--- config.mk ---
export PLATFORM = sky130hd
export DESIGN_NAME = tbbs_lane
export DESIGN_NICKNAME = d
export VERILOG_FILES = /design/src/hdl/tbbs_pkg.sv /design/src/hdl/tbbs_div.sv /design/src/hdl/tbbs_lane.sv
export SDC_FILE = /design/constraint.sdc
export NUM_CORES = 1
export LEC_CHECK = 0
export BUFFER_PORTS_ARGS = -buffer_cell sky130_fd_sc_hd__buf_4
export CAP_MARGIN = 5
export CORE_MARGIN = 3
export CORE_UTILIZATION = 59
export CTS_CLUSTER_DIAMETER = 40
export DETAILED_ROUTE_END_ITERATION = 6
export GPL_TIMING_DRIVEN = 0
export PLACE_DENSITY_LB_ADDON = 0.05
export SKIP_LAST_GASP = 1
export SLEW_MARGIN = 20
export SYNTH_ARGS = -nofsm -noshare
export SYNTH_HDL_FRONTEND = slang
export SYNTH_HIERARCHICAL = 1
export SYNTH_SLANG_ARGS = --single-unit
--- constraint.sdc ---
create_clock -name clk_i -period 1.8 [get_ports clk_i]
set_input_delay 0.09 -clock clk_i [delete_from_list [all_inputs] [get_ports clk_i]]
set_output_delay 0.09 -clock clk_i [all_outputs]
set_load 0.005 [all_outputs]
--- src/hdl/tbbs_pkg.sv ---
`timescale 1ns / 1ps
`default_nettype none
// ----------------------------------------------------------------------------
// tbbs_pkg
// Shared types and constants of the tile background blend store.
// ----------------------------------------------------------------------------
package tbbs_pkg;

  localparam int unsigned MaxCols = 64;
  localparam int unsigned MaxRows = 64;
  localparam int unsigned Depth   = MaxCols * MaxRows;
  localparam int unsigned AddrW   = $clog2(Depth);
  localparam int unsigned DivW    = 16;
  localparam int unsigned DivCntW = $clog2(DivW);

  localparam logic [7:0] ChanMax     = 8'hff;
  localparam logic [7:0] OverlayKnee = 8'd128;

  typedef enum logic [3:0] {
    ModeNone      = 4'd0,
    ModeSet       = 4'd1,
    ModeMultiply  = 4'd2,
    ModeLighten   = 4'd3,
    ModeDarken    = 4'd4,
    ModeScreen    = 4'd5,
    ModeDodge     = 4'd6,
    ModeColorBurn = 4'd7,
    ModeAdd       = 4'd8,
    ModeAddAlpha  = 4'd9,
    ModeBurn      = 4'd10,
    ModeOverlay   = 4'd11,
    ModeAlpha     = 4'd12,
    ModeDefault   = 4'd13
  } mode_e;

  typedef enum logic {
    CmdWrite = 1'b0,
    CmdRead  = 1'b1
  } cmd_e;

  typedef enum logic [1:0] {
    CfgGridWidth    = 2'd0,
    CfgGridHeight   = 2'd1,
    CfgDefaultMode  = 2'd2,
    CfgDefaultAlpha = 2'd3
  } cfg_idx_e;

  typedef struct packed {
    logic       start;
    mode_e      mode;
    logic [7:0] alpha;
  } lane_ctrl_t;

  typedef struct packed {
    logic       done;
    logic [7:0] value;
  } lane_stat_t;

endpackage
`default_nettype wire

--- src/hdl/tbbs_div.sv ---
`timescale 1ns / 1ps
`default_nettype none
// ----------------------------------------------------------------------------
// tbbs_div
// Restoring divider, one quotient bit per cycle, 16-bit by 8-bit.
// ----------------------------------------------------------------------------
module tbbs_div (
  input  logic                        clk_i,
  input  logic                        rst_ni,
  input  logic                        start_i,
  input  logic [tbbs_pkg::DivW-1:0]   dividend_i,
  input  logic [7:0]                  divisor_i,
  output logic                        done_o,
  output logic [tbbs_pkg::DivW-1:0]   quotient_o
);

  logic                           busy_q, busy_d;
  logic                           done_q, done_d;
  logic [tbbs_pkg::DivCntW-1:0]   cnt_q, cnt_d;
  logic [tbbs_pkg::DivW-1:0]      quo_q, quo_d;
  logic [7:0]                     dsr_q, dsr_d;
  logic [7:0]                     rem_q, rem_d;
  logic [8:0]                     trial;
  logic [8:0]                     diff;

  always_comb begin
    trial  = {rem_q, quo_q[tbbs_pkg::DivW-1]};
    diff   = trial - {1'b0, dsr_q};
    busy_d = busy_q;
    done_d = 1'b0;
    cnt_d  = cnt_q;
    quo_d  = quo_q;
    dsr_d  = dsr_q;
    rem_d  = rem_q;
    if (start_i) begin
      busy_d = 1'b1;
      cnt_d  = '0;
      quo_d  = dividend_i;
      dsr_d  = divisor_i;
      rem_d  = '0;
    end else if (busy_q) begin
      // remainder stays below the divisor, so eight bits hold it
      if (trial >= {1'b0, dsr_q}) begin
        rem_d = diff[7:0];
        quo_d = {quo_q[tbbs_pkg::DivW-2:0], 1'b1};
      end else begin
        rem_d = trial[7:0];
        quo_d = {quo_q[tbbs_pkg::DivW-2:0], 1'b0};
      end
      cnt_d = cnt_q + 1'b1;
      if (cnt_q == tbbs_pkg::DivCntW'(tbbs_pkg::DivW - 1)) begin
        busy_d = 1'b0;
        done_d = 1'b1;
      end
    end
  end

  always_ff @(posedge clk_i or negedge rst_ni) begin
    if (!rst_ni) begin
      busy_q <= 1'b0;
      done_q <= 1'b0;
      cnt_q  <= '0;
    end else begin
      busy_q <= busy_d;
      done_q <= done_d;
      cnt_q  <= cnt_d;
    end
  end

  always_ff @(posedge clk_i) begin
    quo_q <= quo_d;
    dsr_q <= dsr_d;
    rem_q <= rem_d;
  end

  assign done_o     = done_q;
  assign quotient_o = quo_q;

endmodule
`default_nettype wire

--- src/hdl/tbbs_lane.sv ---
`timescale 1ns / 1ps
`default_nettype none
// ----------------------------------------------------------------------------
// tbbs_lane
// Blend of one color channel: single multiplier with a divide-by-255 step,
// plus a private divider for dodge and color burn.
// ----------------------------------------------------------------------------
module tbbs_lane (
  input  logic                  clk_i,
  input  logic                  rst_ni,
  input  tbbs_pkg::lane_ctrl_t  ctrl_i,
  input  logic [7:0]            old_i,
  input  logic [7:0]            new_i,
  output tbbs_pkg::lane_stat_t  stat_o
);

  logic [7:0]                     inv_a, inv_b, diff_ab;
  logic [7:0]                     op_x, op_y;
  logic [15:0]                    prod;
  logic [16:0]                    scaled, plus1;
  logic [24:0]                    recip;
  logic [8:0]                     q;
  logic [7:0]                     q_sat;
  logic [8:0]                     sum_ab;
  logic [9:0]                     sum_aq;
  logic [7:0]                     fast;
  logic                           need_div;
  logic [tbbs_pkg::DivW-1:0]      div_dvd;
  logic [7:0]                     div_dsr;
  logic                           div_done;
  logic [tbbs_pkg::DivW-1:0]      div_quo;
  logic [7:0]                     div_res;
  logic                           done_q;
  logic [7:0]                     value_q;

  always_comb begin
    inv_a   = ~old_i;
    inv_b   = ~new_i;
    diff_ab = (new_i >= old_i) ? (new_i - old_i) : (old_i - new_i);
    op_x    = old_i;
    op_y    = new_i;
    case (ctrl_i.mode)
      tbbs_pkg::ModeScreen: begin
        op_x = inv_a;
        op_y = inv_b;
      end
      tbbs_pkg::ModeAddAlpha: begin
        op_x = ctrl_i.alpha;
        op_y = new_i;
      end
      tbbs_pkg::ModeOverlay: begin
        if (new_i > tbbs_pkg::OverlayKnee) begin
          op_x = inv_a;
          op_y = inv_b;
        end
      end
      tbbs_pkg::ModeAlpha: begin
        op_x = diff_ab;
        op_y = ctrl_i.alpha;
      end
      default: begin
        op_x = old_i;
        op_y = new_i;
      end
    endcase
    prod   = op_x * op_y;
    scaled = (ctrl_i.mode == tbbs_pkg::ModeOverlay) ? {prod, 1'b0} : {1'b0, prod};
    // x / 255 == ((x + 1) * 257) >> 16 for 16-bit x
    plus1  = scaled + 17'd1;
    recip  = {8'd0, plus1} + {plus1, 8'd0};
    q      = recip[24:16];
    q_sat  = q[8] ? tbbs_pkg::ChanMax : q[7:0];
    sum_ab = {1'b0, old_i} + {1'b0, new_i};
    sum_aq = {2'b00, old_i} + {1'b0, q};
  end

  always_comb begin
    case (ctrl_i.mode)
      tbbs_pkg::ModeSet:       fast = new_i;
      tbbs_pkg::ModeMultiply:  fast = q_sat;
      tbbs_pkg::ModeLighten:   fast = (old_i > new_i) ? old_i : new_i;
      tbbs_pkg::ModeDarken:    fast = (old_i < new_i) ? old_i : new_i;
      tbbs_pkg::ModeScreen:    fast = tbbs_pkg::ChanMax - q_sat;
      tbbs_pkg::ModeDodge:     fast = tbbs_pkg::ChanMax;
      tbbs_pkg::ModeColorBurn: fast = 8'd0;
      tbbs_pkg::ModeAdd:       fast = sum_ab[8] ? tbbs_pkg::ChanMax : sum_ab[7:0];
      tbbs_pkg::ModeAddAlpha:  fast = (sum_aq > 10'd255) ? tbbs_pkg::ChanMax : sum_aq[7:0];
      tbbs_pkg::ModeBurn:      fast = (sum_ab < 9'd255) ? 8'd0 : 8'(sum_ab - 9'd255);
      tbbs_pkg::ModeOverlay: begin
        fast = (new_i <= tbbs_pkg::OverlayKnee) ? q_sat : (tbbs_pkg::ChanMax - q_sat);
      end
      // truncation toward zero: the step never overshoots the distance
      tbbs_pkg::ModeAlpha:     fast = (new_i >= old_i) ? (old_i + q[7:0]) : (old_i - q[7:0]);
      default:                 fast = old_i;
    endcase
  end

  always_comb begin
    need_div = ((ctrl_i.mode == tbbs_pkg::ModeDodge) && (old_i != tbbs_pkg::ChanMax)) ||
               ((ctrl_i.mode == tbbs_pkg::ModeColorBurn) && (new_i != 8'd0));
    if (ctrl_i.mode == tbbs_pkg::ModeDodge) begin
      div_dvd = {new_i, 8'd0} - {8'd0, new_i};
      div_dsr = inv_a;
    end else begin
      div_dvd = {inv_a, 8'd0} - {8'd0, inv_a};
      div_dsr = new_i;
    end
    if (ctrl_i.mode == tbbs_pkg::ModeDodge) begin
      div_res = (|div_quo[tbbs_pkg::DivW-1:8]) ? tbbs_pkg::ChanMax : div_quo[7:0];
    end else begin
      div_res = (|div_quo[tbbs_pkg::DivW-1:8]) ? 8'd0 : (tbbs_pkg::ChanMax - div_quo[7:0]);
    end
  end

  tbbs_div u_div (
    .clk_i      (clk_i),
    .rst_ni     (rst_ni),
    .start_i    (ctrl_i.start && need_div),
    .dividend_i (div_dvd),
    .divisor_i  (div_dsr),
    .done_o     (div_done),
    .quotient_o (div_quo)
  );

  always_ff @(posedge clk_i or negedge rst_ni) begin
    if (!rst_ni) begin
      done_q <= 1'b0;
    end else if (ctrl_i.start) begin
      done_q <= !need_div;
    end else if (div_done) begin
      done_q <= 1'b1;
    end
  end

  always_ff @(posedge clk_i) begin
    if (ctrl_i.start && !need_div) begin
      value_q <= fast;
    end else if (div_done) begin
      value_q <= div_res;
    end
  end

  assign stat_o.done  = done_q;
  assign stat_o.value = value_q;

endmodule
`default_nettype wire

Word level (Yosys, flattened, before mapping)
Index checks and enable logic that the tools add are counted.
{"block": "word_totals", "wordCells": 95, "ff_bits": 47, "input_bits": 31, "output_inout_bits": 9}
{"block": "op_classes", "n_reduce_logical": 11, "mul": 1, "bitwise": 2, "muxes": 36, "n_eq_ne": 14, "magnitude_cmp": 8, "n_addsub": 15}
{"operator": "8-bit two-way mux", "n": 18}
{"operator": "8-bit one-hot mux with 12 select lines", "n": 1}
{"operator": "16-bit two-way mux", "n": 3}
{"operator": "8-bit one-hot mux with 4 select lines", "n": 1}
{"operator": "16-bit by 8-bit subtractor with 16-bit output", "n": 2}
{"operator": "8-bit subtractor", "n": 4}
{"operator": "17-bit by 25-bit adder with 25-bit output", "n": 1}
{"operator": "4-bit equality test, second input constant", "n": 6}
{"operator": "8-bit one-hot mux with 3 select lines", "n": 1}
{"operator": "17-bit by 1-bit adder with 17-bit output, second input constant", "n": 1}
{"operator": "17-bit two-way mux", "n": 1}
{"operator": "4-bit by 3-bit equality test with 1-bit output, second input constant", "n": 4}
{"operator": "8-bit by 8-bit multiplier with 16-bit output", "n": 1}
{"operator": "8-bit NOT", "n": 2}
{"operator": "8-bit subtractor, first input constant", "n": 2}
{"operator": "8-bit by 9-bit adder with 10-bit output", "n": 1}
{"operator": "10-bit by 8-bit greater-than comparator with 1-bit output, second input constant", "n": 1}
{"operator": "8-bit by 8-bit adder with 9-bit output", "n": 1}
{"operator": "9-bit by 8-bit >= comparator with 1-bit output", "n": 1}
{"operator": "9-bit by 8-bit < comparator with 1-bit output, second input constant", "n": 1}
{"operator": "1-bit two-way mux", "n": 9}
{"operator": "8-bit adder", "n": 1}
{"operator": "4-bit by 2-bit equality test with 1-bit output, second input constant", "n": 2}
{"operator": "8-bit >= comparator", "n": 1}
{"operator": "15 further kinds", "n": 21}

Longest topological paths before layout
Gate-level depths: netlist (run 1).
{"block": "depth", "word_depth": 12, "mapped_depth": 61, "depth_no_buf": 59}

Cells and area by module
The synthesis (run 1) kept the hierarchy.
{"module": "tbbs_lane", "seq_area_each_um2": 265.3, "n_inst": 1, "cells_each": 1072, "area_each_um2": 7746.2}
{"module": "tbbs_div", "seq_area_each_um2": 1031.0, "n_inst": 1, "cells_each": 171, "area_each_um2": 2025.7}

Worst setup path before layout (run 1)
No wires, ideal clock.
{"block": "synth_timing", "path_kind": "input -> register", "start": "in old_i[2]", "end": "reg value_q[7], data pin", "cell_stages": 55, "required_ns": 1.547, "path_slack_ns": -10.783, "arrival_time_ns": 12.330, "setup_time_ns": 0.253, "path_buffers": 3, "cell_sequence": "clkbuf_1 -> inv_1 -> ha_1 -> clkbuf_1 -> and4_1 -> a211oi_1 -> o221ai_2 -> clkinv_1 -> a221oi_1 -> o21ai_0 -> a221oi_1 -> o21ai_0 -> a221oi_1 -> mux2_2 -> a311oi_1 -> a21oi_1 -> nor2_1 -> fa_1 -> (+19 left out) -> mux2_4 -> a21oi_4 -> xnor2_1 -> inv_1 -> ha_1 -> nand2_1 -> o21ai_0 -> ha_1 -> a21o_1 -> a21o_1 -> a21o_1 -> a21oi_1 -> o21bai_1 -> a21oi_1 -> xnor2_1 -> xnor2_1 -> o32a_1 -> nand2_1"}
{"block": "synth_via", "elab_chain_len": 12, "word_cells_on_any_way": 36, "cone_classes": "add/sub (10); mul (1); order compare (5); eq/ne (1); mux (14); bitwise (1); reduce/logical (4)"}
{"element": "start, declared", "line": "tbbs_lane.sv:12", "source": "input logic [7:0] old_i,"}
{"element": "8-bit subtractor, or another cell as far along", "line": "tbbs_lane.sv:39", "source": "diff_ab = (new_i >= old_i) ? (new_i - old_i) : (old_i - new_i);"}
{"element": "8-bit two-way mux (on tied branches)", "line": "tbbs_lane.sv:39, tbbs_lane.sv:52"}
{"element": "8-bit one-hot mux with 4 select lines", "line": "tbbs_lane.sv:42", "source": "case (ctrl_i.mode)"}
{"element": "8-bit by 8-bit multiplier with 16-bit output", "line": "tbbs_lane.sv:66", "source": "prod = op_x * op_y;"}
{"element": "17-bit two-way mux", "line": "tbbs_lane.sv:67", "source": "scaled = (ctrl_i.mode == tbbs_pkg::ModeOverlay) ? {prod, 1'b0} : {1'b0, prod};"}
{"element": "17-bit by 1-bit adder with 17-bit output", "line": "tbbs_lane.sv:69", "source": "plus1 = scaled + 17'd1;"}
{"element": "17-bit by 25-bit adder with 25-bit output", "line": "tbbs_lane.sv:70", "source": "recip = {8'd0, plus1} + {plus1, 8'd0};"}
{"element": "8-bit by 9-bit adder with 10-bit output / 8-bit two-way mux (equally long branches)", "line": "tbbs_lane.sv:74, tbbs_lane.sv:72"}
{"element": "10-bit by 8-bit greater-than comparator with 1-bit output / 8-bit subtractor (equally long branches)", "line": "tbbs_lane.sv:87, tbbs_lane.sv:83, tbbs_lane.sv:90"}
{"element": "8-bit two-way mux (on tied branches)", "line": "tbbs_lane.sv:87, tbbs_lane.sv:90"}
{"element": "8-bit one-hot mux with 12 select lines", "line": "tbbs_lane.sv:78", "source": "case (ctrl_i.mode)"}
{"element": "8-bit two-way mux *", "line": "tbbs_lane.sv:136", "source": "if (ctrl_i.start && !need_div) begin"}
{"element": "end signal, assigned", "line": "tbbs_lane.sv:137", "source": "value_q <= fast;"}
{"element": "end signal, assigned", "line": "tbbs_lane.sv:139", "source": "value_q <= div_res;"}
{"element": "end, declared", "line": "tbbs_lane.sv:34", "source": "logic [7:0] value_q;"}
Every way passes the cells marked *; elsewhere a longest branch is shown, timed or not.
A chain may end at the register's enable or synchronous reset.

Worst setup path after layout (run 1)
{"block": "layout_timing", "start": "in old_i[3]", "end": "reg value_q[5], data pin"}
Same word-level chain as after synthesis.

==> results of run 1 <==
-- layout by cell type, fill, tap and decap left out, types with 21 or more instances in the layout --
master	synthesis	final
a21o_1	21	21
a21oi_1	68	58
buf_4	4	106
edfxtp_1	32	32
fa_1	42	40
ha_1	99	82
inv_1	108	97
mux2i_1	23	23
nand2_1	98	92
nand3_1	43	41
nor2_1	161	151
o21ai_0	59	43
xnor2_1	52	48
xor2_1	25	22
-- stage by stage --
step | worst slack (ns) | setup TNS [ns]
2_1_floorplan | -9.30 | -109.11
3_3_place_gp | -11.14 | -193.47
3_5_place_dp | -11.02 | -191.43
4_1_cts | -9.62 | -97.92
5_1_grt | -10.47 | -113.20
6_report | -10.01 | -106.64
-- metal layers --
layer	part of all wire (%)	GRT usage, %	wire length, um
met4	3.9	12.8	1280
met5	0	0	0
met2	46	54.8	15100
met3	9.1	5.92	2970
met1	41	46.4	13300
-- path summary, 6_finish.rpt --
kind,endpoint,slack (ns),startpoint
min in group asynchronous,u_div/cnt_q[3]$_DFFE_PN0P_,0.16,rst_ni
min reg2reg,done_q$_DFFE_PN0P_,0.51,done_q$_DFFE_PN0P_
max,value_q[5]$_DFFE_PP_,-10.01,old_i[3]
max reg2reg,value_q[7]$_DFFE_PP_,-0.59,u_div/quotient_o[13]$_DFFE_PP_
max in group asynchronous,u_div/done_o$_DFF_PN0_,1.50,rst_ni
min,done_q$_DFFE_PN0P_,0.07,ctrl_i[12]
-- flip-flops by register name, summed over array words and instances, names as in the netlist --
name              count
u_div/cnt_q           4
u_div/dsr_q           8
done_q                1
u_div/done_o          1
u_div/quotient_o     16
u_div/rem_q           8
value_q               8
u_div/busy_q          1
-- area by class of cell --
type | count | area, um^2
Multi-Input combinational cell | 1031 | 8750
Fill cell | 1136 | 3730
Sequential cell | 47 | 1300
Timing Repair Buffer | 120 | 976
Inverter | 109 | 447
Buffer | 53 | 432
Tap cell | 216 | 270
Clock buffer | 5 | 125
Clock inverter | 3 | 25.0
-- cell families (layout without fill, tap and decap cells) --
kind of cell / Yosys count / after routing
adders and majority gates: 141 / 141
DFF: 47 / 47
AOI/OAI and AO/OA: 312 / 312
xor gates and xnor gates: 78 / 78
muxes: 46 / 46
and+or+nand+nor: 454 / 454
buffers and inverters: 165 / 290
-- worst max-delay path, delay by kind of cell --
family,cells,cell delay [ns]
XOR/XNOR,3,0.47
adder cells (fa/ha/maj),9,3.19
multiplexers,3,0.95
AO/OA/AOI/OAI,23,4.40
buffers and inverters,11,1.27
AND/OR/NAND/NOR,10,1.42
-- timing repair --
item	in CTS	in global routing
pin swaps	65	53
endpoints found under the hold margin	7	0
cloned	0	2
gates resized for setup	124	54
buffers inserted	51	24
hold buffers	1	0
endpoints found under the setup margin	72	79
==> metrics, run 1 <==
Worst slew margin=25.7%; Critical-path top delay cell=fa_1; dominant cells by area after synthesis=ha_1 13%, edfxtp_1 9.8%, fa_1 8.6%; crit path kind=input port to register; synthesized area per cell=~8 um^2; IO buf count=36; CTS Buf Count=5; Top FF cell, synth=edfxtp_1; DR WL/cell=20.6 um; vias in the first global route=9509; CTS tree=built; Worst Path Max Fanout=9; Root Driver=clkbuf_16; Post-synth ARST share=14.9%; CTS clock-pin slew for the worst setup and hold paths=approximately 0.08 ns; nets@finish=approximately 1.5k; clock insertion delay at the later pin of the skew report=roughly 0.3 ns; Hold Path Stages=3; number of top-level pins=40; post-synth net total=roughly 1.4k; die area=roughly 18000 um^2; Synth Instances=about 1.2k; Die Span Y=between 100 and 150 um; cell taking the most area after synthesis=ha_1; cell total after placement=around 1.5k; Seq cells post-synth=47; FF-to-FF path depth=8; Post-DP Area=between 10000 and 15000 um^2; post-DP HPWL=between 20000 and 25000 um; Data required, critical path=1.84 ns; Synth Area in Compound Gates=23.4%; post-synthesis sequential area ratio=between 10% and 20%; mux cell area share after synthesis=5.11%; initial antenna violation count=0; number of synthesized flops with an enable pin=32; Tmin final=roughly 12 ns; failing checks=setup timing; Final period util=656%; worst min-delay path category=input port to register; CP arrival=approximately 12 ns; cell with the most instances after synthesis=nor2_1; CP Launch Type=input port; Slew Viols, Final=0; H-tree Lvls=2; std cell rows=46; Ant. Diodes=0; status=finished with violations; post-route ant nets=0; crit end category=register; setup ws final=-10.01 ns; first-pass GRT wire length=~50000 um; drt initial violations=about 1.0k; grt total ovfl=0; routed vias/inst=roughly 6.4; CTS sink count=47; Synth Area in Simple Gates=a little under a quarter; GPL Wtd Cong=just over 1; Synth warnings=6; Post-Synth XOR/XNOR Area=under 10%; RSZ-0062 raised after global routing=yes; endpoints failing hold=0; top cell type's share of synthesized area=~13%; biggest cell delay along the critical path=about 0.51 ns; crit-path most repeated cell=fa_1; largest family of logic cells by synthesized area=compound AO/OA/AOI/OAI gates; Setup violations, final=71; post-route cell area=around 12000 um^2; count of different cell masters after synthesis=106; hold slack final=about 0.073 ns; Max-Cap Viols=0; via count=10.2k; Slew @ Worst Pin=~1.1 ns; DR DRC count=0; mapped cell area=~10000 um^2; Initial DRT Pass Iterations=5; area delta synth->final=26.1%; Synth top cells by count=161 x nor2_1, 108 x inv_1, 99 x ha_1; Initial Util=60.9%; Core ar.=around 16000 um^2; fin cells=1584; GRT Total Usage=34.2%; clock tree buffer depth=2; adder-cell share of the synthesized area=21.3%; Finished Core Util=between 70% and 80%; total wire length=32700 um; largest net degree at the start of global routing=18; Die Width=roughly 130 um; fmax=0.0847 GHz; layout cells sized above 1=a little over a quarter; Worst Clk Skew=roughly 0.012 ns
Power of run 1 is not shown: default switching activity piles up to over one toggle a cycle in this logic, so the estimate is an artifact.
==> run 2, diff against run 1 <==
- SKIP_LAST_GASP: 1 -> unset
==> run 2 against run 1 <==
Compared with the run above: the run ends with DRC, setup timing left; sequential cell count did not move; global-route usage grew 0.16 points; die area is the same; non-clock buffer count is 12 higher; critical endpoint is now value_q[7]$_DFFE_PP_; via count up 3.3%; count of clock-buffer cells in the layout stayed put; critical path type unchanged; sequential share of layout area fell by 0.26 points; cell area increased by 2.5%; cell count grew 0.76%.
==> metrics, run 2 (synthesis gave the netlist of run 1 again) <==
Die Width=135 um (unchanged); RSZ-0062 raised after global routing=yes; layout cells sized above 1=29.8% (+2.6 points); hold slack final=0.0779 ns (+0.00463 ns); biggest cell delay along the critical path=0.56 ns (+0.05 ns); largest net degree at the start of global routing=18 (unchanged); Setup violations, final=71 (unchanged); Worst Path Max Fanout=16 (+7); via count=10.5k (+3.3%); area delta synth->final=29.3%; Initial Util=60.9% (unchanged); Final period util=660% (+3.9 points); Tmin final=11.88 ns (+0.0700 ns); drt initial violations=1252 (+19%); die area=18100 um^2 (unchanged); FILL cells=1074 (-5.5%); Core ar.=16100 um^2 (unchanged); Ant. Diodes=0 (unchanged); total wire length=34400 um (+5.3%); CTS sink count=47 (unchanged); endpoints failing hold=0 (unchanged); most common cell after layout, fill and taps aside=nor2_1; first-pass GRT wire length=50500 um (+0.73%); failing checks=DRC, setup timing; crit-path most repeated cell=a221oi_2; clock insertion delay at the later pin of the skew report=0.31 ns (about the same); max reg flops=16 (unchanged); fmax=0.0842 GHz (-0.59%); routed vias/inst=6.59 (+2.5%); status=finished with violations; CTS Buf Count=5 (unchanged); post-route cell area=12600 um^2 (+2.5%); worst min-delay path category=input port to register; Max-Cap Viols=0 (unchanged); Critical-path top delay cell=fa_1; post-route ant nets=0 (unchanged); Post-DP Area=10700 um^2 (unchanged); pre-CTS setup slack=-11.02 ns (unchanged); CTS tree=built; GPL Wtd Cong=1.03 (unchanged); IO buf count=36 (unchanged); Data required, critical path=1.87 ns (+0.03 ns); Hold Path Stages=3 (unchanged); DR DRC count=1 (+1); grt total ovfl=0 (unchanged); Worst slew margin=19.6% (-6.1 points); Slew Viols, Final=0 (unchanged); crit end category=register; GRT Total Usage=34.4% (+0.16 points); Slew @ Worst Pin=1.21 ns (+0.101 ns); post-DP HPWL=23500 um (unchanged); Die Span Y=135 um (unchanged); vias in the first global route=9581 (+0.76%); setup ws final=-10.08 ns (-0.0700 ns); CP arrival=11.94 ns (+0.10 ns); commonest non-fill, non-tap cells in the layout=147 x nor2_1, 111 x buf_4, 95 x inv_1; CP Launch Type=input port; Root Driver=clkbuf_16; crit path kind=input port to register; nets@finish=1551 (+0.78%); clock tree buffer depth=2 (unchanged); std cell rows=46 (unchanged); DR WL/cell=21.5 um (+4.5%); number of top-level pins=40 (unchanged); H-tree Lvls=2 (unchanged); CTS clock-pin slew for the worst setup and hold paths=0.08 ns (about the same); Initial DRT Pass Iterations=7 (+2); Worst Clk Skew=0.0162 ns (+0.00378 ns); FF-to-FF path depth=8 (unchanged); initial antenna violation count=0 (unchanged)
==> run 2: changes by cell type in the layout (fill, tap and decap cells not counted), moves of 3 or more <==
cell | before | now
xnor2_1 | 48 | 45
o21ai_1 | 8 | 5
xnor2_2 | 2 | 5
nor2_1 | 151 | 147
nor2b_1 | 10 | 7
a21oi_2 | 9 | 13
ha_4 | 14 | 17
buf_6 | 11 | 14
buf_4 | 106 | 111
a21oi_1 | 58 | 54
==> run 2: per-layer routing <==
| layer | up-vias | track usage (%) | wire length (um) |
|---|---|---|---|
| met5 | - | 0 | 0 |
| met4 | 0 | 13.5 | 1910 |
| met3 | 193 | 6.45 | 3390 |
| met2 | 637 | 54.9 | 15600 |
| met1 | 4981 | 46.2 | 13500 |
| li1 | 4713 | - | - |
==> run 2: timing repair <==
item	4_1_cts	5_1_grt
hold buffers	1	0
setup buffers	51	36
hold endpoints to repair	7	0
gates cloned	0	2
pin swaps	66	67
endpoints found under the setup margin	72	77
gates resized for setup	142	76
==> run 2: metrics by stage <==
stage / TNS (ns) / cells / util (%)
4_1_cts: -96.45 / 1557 / 73.9
6_report: -108.55 / 1596 / 78.7
5_1_grt: -113.67 / 1596 / 78.7
3_3_place_gp: -193.47 / 1495 / 66.3
3_5_place_dp: -191.43 / 1500 / 66.5
2_1_floorplan: -109.11 / 1243 / -
==> run 2: final cells by class <==
class	instances	area (um^2)	area share, %
buffer	53	453	3.58
clock buffer	5	125	0.990
clock inverter	3	25.0	0.198
inverter	109	449	3.55
multi-input combinational	1031	8910	70.5
sequential	47	1300	10.3
tap	216	270	2.14
timing repair buffer	132	1110	8.75
==> run 2: worst max-delay path: cells and delay by family <==
family | cells | cell delay [ns]
compound gates | 19 | 4.44
xor+xnor | 2 | 0.28
simple gates | 15 | 2.44
fa+ha+maj | 7 | 2.88
buf+inv | 8 | 1.23
mux | 2 | 0.53
==> run 2: final timing paths <==
path,slack [ns],endpoint,startpoint
worst max-delay path,-10.08,value_q[7]$_DFFE_PP_,old_i[1]
min in group asynchronous,0.16,u_div/cnt_q[0]$_DFFE_PN0P_,rst_ni
worst min register to register,0.51,done_q$_DFFE_PN0P_,done_q$_DFFE_PN0P_
worst max register to register,-0.59,value_q[7]$_DFFE_PP_,u_div/quotient_o[13]$_DFFE_PP_
max in group asynchronous,1.50,u_div/done_o$_DFF_PN0_,rst_ni
worst min-delay path,0.08,done_q$_DFFE_PN0P_,ctrl_i[12]
Power of run 2 is left out for the same reason.
